[src/hw/rtl/msch_ram.sv]
module msch_ram #(
  parameter int WIDTH = 8,
  parameter int DEPTH = 256
) (
  input  logic                     clk,
  input  logic                     we,
  input  logic [$clog2(DEPTH)-1:0] waddr,
  input  logic [WIDTH-1:0]         wdata,
  input  logic [$clog2(DEPTH)-1:0] raddr,
  output logic [WIDTH-1:0]         rdata
);
  logic [WIDTH-1:0] mem [DEPTH];

  always_ff @(posedge clk) begin
    if (we) begin
      mem[waddr] <= wdata;
    end
    rdata <= mem[raddr];
  end
endmodule

[config.mk]
export PLATFORM = sky130hd
export DESIGN_NAME = msch_ram
export DESIGN_NICKNAME = d
export VERILOG_FILES = /design/src/hw/rtl/msch_ram.sv
export SDC_FILE = /design/constraint.sdc
export NUM_CORES = 2
export LEC_CHECK = 0
export CAP_MARGIN = 15
export CORE_MARGIN = 2
export CORE_UTILIZATION = 45
export DETAILED_ROUTE_END_ITERATION = 10
export DONT_BUFFER_PORTS = 1
export SKIP_CTS_REPAIR_TIMING = 1
export SYNTH_ARGS = -nofsm -noshare
export SYNTH_HDL_FRONTEND = slang
export SYNTH_SLANG_ARGS = --single-unit
[constraint.sdc]
create_clock -name clk -period 2.7 [get_ports clk]
set_input_delay 0.135 -clock clk [delete_from_list [all_inputs] [get_ports clk]]
set_output_delay 0.135 -clock clk [all_outputs]
set_load 0.01 [all_outputs]
==> results.yml <==
status:
  status: "finished, violations left"
  violations: "hold timing"
pwr:
  peakVddDrop_mv: 0.585
  power_density_mw_per_mm2: 716
  leakage_nw: 28.7
drt:
  post_drt_wl_per_cell_um: 29.9
  wl_mm: 199
  dr.first_iter.drc_count: 4884
  viasPerCell: 5.93
  drc_errors: 0
  postRouteAntennaNets: 0
  via_count: 39400
  first_pass_iters: 6
grt:
  grt_pass1_wl_mm: 282
  grt_antenna_before_repair: 3
  grt_max_degree: 579
  track_usage: 0.217
  grt_pass1_vias: 39100
  grt-ovfl-total: 0
cells_and_area:
  final_cell_mix: "edfxtp_1 (2048), mux4_2 (454), buf_4 (391), nor2_1 (279), clkbuf_16 (209)"
  fill_cells: 13700
  mostFrequentLayoutCell: "edfxtp_1"
  drive_gt1_frac: 0.273
  nNetsFinal: 4155
  syn2layout_area_growth_pct: 14.5
  fin_util: 0.518
logic_synthesis:
  ys_seq_area_frac: 0.775
  synth.cell_area_sq_mm: 0.0796
  synth_warnings: 0
  synthArstFlopShare: 0
  synth_edf_count: 2048
  syn_inst: 3733
  synth_flop_cell: "edfxtp_1"
  synth.distinct_cells: 55
  avgSynthCellArea_sq_um: 21.3
  synth_seq_cells: 2056
  synth_nets: 3759
critical_path:
  worst-setup-path-type: "reg2reg"
  r2r-start: "mem[10][6]$_DFFE_PP_"
  cp-end-kind: "flop"
  reg2reg_slack_ns: 0.09
  critPathArrivalTime_ns: 3.35
  critPathMaxFanout: 1
  r2r_end: "rdata[6]$_DFF_P_"
  cp_data_required_time_ns: 3.44
  r2r_cells: 8
  cp-start-kind: "flop"
die:
  die_width_um: 424
  core_area_sq_mm: 0.176
  fp.dieH_um: 424
  rows: 154
  fp.dieArea_sq_mm: 0.180
  initial_core_util: 0.452
  io_pins: 34
clocking:
  clock-sinks: 2056
  root_buffer: "clkbuf_16"
  insertion_delay_ns: 0.85
  clk_path_buf_depth: 3
  clk_pin_slew_ns: 0.06
  cts_made_buffers: 205
  tritoncts: "done"
  htreeDepth: 4
sta:
  fin_skew_ns: 0.0599
  holdWs_ns: -0.596
  rsz0062_at_grt: "false"
  hold_viol_final: 1868
  fmax_ghz: 0.384
  setup_viol_count_final: 0
  worstMarginPinSlew_ns: 1.17
  period_needed_ns: 2.61
  fin_crit_sh: 0.965
  maxSlewViolCount: 0
  relSlewSlack: 0.223
place:
  portBuffers: 0
  gp_congestion: 0.835
  hpwlAfterDp_mm: 111
min_path:
  hp-start: "wdata[1]"
  min_path_type: "in2reg"
  hold_end: "mem[70][1]$_DFFE_PP_"
  worstHoldPathCells: 0
run:
  maxCapViolCount: 0
[power breakdown]
group          leakage [nW]  switching (W)  internal, W  total (W)
combinational          7.06        0.00128      0.00110    0.00237
sequential             18.5      0.0000861       0.0352     0.0353
clock                  3.16         0.0121       0.0154     0.0275
total                  28.7         0.0135       0.0517     0.0652
[sequential cells by signal (all words and copies together), names as in the netlist]
signal and count:
rdata 8, mem 2048
[synthesized netlist by cell type (10+ instances only)]
| cell type | count | share of area |
|---|---|---|
| o21ai_0 | 10 | 0.00063 |
| nand3_1 | 34 | 0.0021 |
| o211ai_1 | 10 | 0.00094 |
| nand2_1 | 33 | 0.0016 |
| buf_8 | 13 | 0.0025 |
| mux2i_1 | 134 | 0.017 |
| clkbuf_1 | 111 | 0.0052 |
| nor3_1 | 22 | 0.0014 |
| buf_6 | 21 | 0.0030 |
| edfxtp_1 | 2048 | 0.77 |
| o221ai_1 | 46 | 0.0051 |
| nand4_1 | 10 | 0.00079 |
| o22ai_1 | 28 | 0.0022 |
| a221oi_1 | 13 | 0.0014 |
| nor4_1 | 24 | 0.0019 |
| nor2b_1 | 31 | 0.0024 |
| a22oi_1 | 133 | 0.013 |
| mux4_2 | 454 | 0.13 |
| a211oi_1 | 16 | 0.0015 |
| buf_1 | 22 | 0.0010 |
| nor2_1 | 282 | 0.013 |
| buf_2 | 31 | 0.0020 |
| a21oi_1 | 96 | 0.0060 |
| buf_4 | 27 | 0.0025 |
[how the worst max path moves through the flow]
stage                                startpoint  cells after the start                to  slack (ns)
after floorplan                        raddr[0]                      9  rdata[2]$_DFF_P_        0.63
after global placement                 raddr[0]                      6  rdata[2]$_DFF_P_       -1.09
after detailed placement               raddr[0]                      6  rdata[5]$_DFF_P_       -0.87
after CTS                 mem[211][5]$_DFFE_PP_                      6  rdata[5]$_DFF_P_       -0.25
after global routing       mem[10][6]$_DFFE_PP_                      8  rdata[6]$_DFF_P_        0.06
final                      mem[10][6]$_DFFE_PP_                      8  rdata[6]$_DFF_P_        0.09
[final cells by class]
type	count	area [sq um]	area share
tap	2340	2930	0.0321
antenna	2	5.00	0.0000549
clock inverter	115	1140	0.0125
multi-input combinational	1442	16500	0.182
timing repair buffer	422	3430	0.0376
clock buffer	264	5390	0.0592
sequential	2056	61700	0.677
inverter	2	7.51	0.0000824
[critical path, cell delays in order, from the launching register on]
cell	delay [ns]
edfxtp_1	0.38
mux4_2	0.48
mux2_2	0.30
a211oi_1	0.37
a21oi_1	0.07
a22oi_1	0.18
dlygate4sd3_1	0.57
buf_4	0.12
nor4_2	0.04
[metal layers]
metal / track usage / wire length, um / vias to the layer above / share of wire
met2: 0.337 / 94200 / 1635 / 0.47
li1: - / - / 16500 / -
met3: 0.0411 / 15700 / 269 / 0.079
met1: 0.316 / 83700 / 21000 / 0.42
met4: 0.0598 / 5200 / 0 / 0.026
met5: 0 / 0 / - / 0
[kinds of logic after synthesis]
kind of cell	Yosys count	synth area share
multiplexers	591	0.146
AO/OA/AOI/OAI	385	0.0342
flip-flops	2056	0.775
AND/OR/NAND/NOR	466	0.0263
buffers and inverters	235	0.0183
[through the flow]
stage | total power (W) | std cells | setup TNS [ns] | cell area (sq um) | worst slack (ns)
after floorplan | 0.0376 | 3733 | 0 | 79600 | 0.627
after global placement | 0.0380 | 6237 | -5.26 | 84200 | -1.09
after detailed placement | 0.0380 | 6239 | -3.68 | 84200 | -0.872
after CTS | 0.0653 | 6618 | -0.251 | 90700 | -0.251
after global routing | 0.0670 | 6641 | 0 | 91100 | 0.0551
final | 0.0652 | 6643 | 0 | 91100 | 0.0934
No activity file was read; power rests on OpenSTA's default activity.
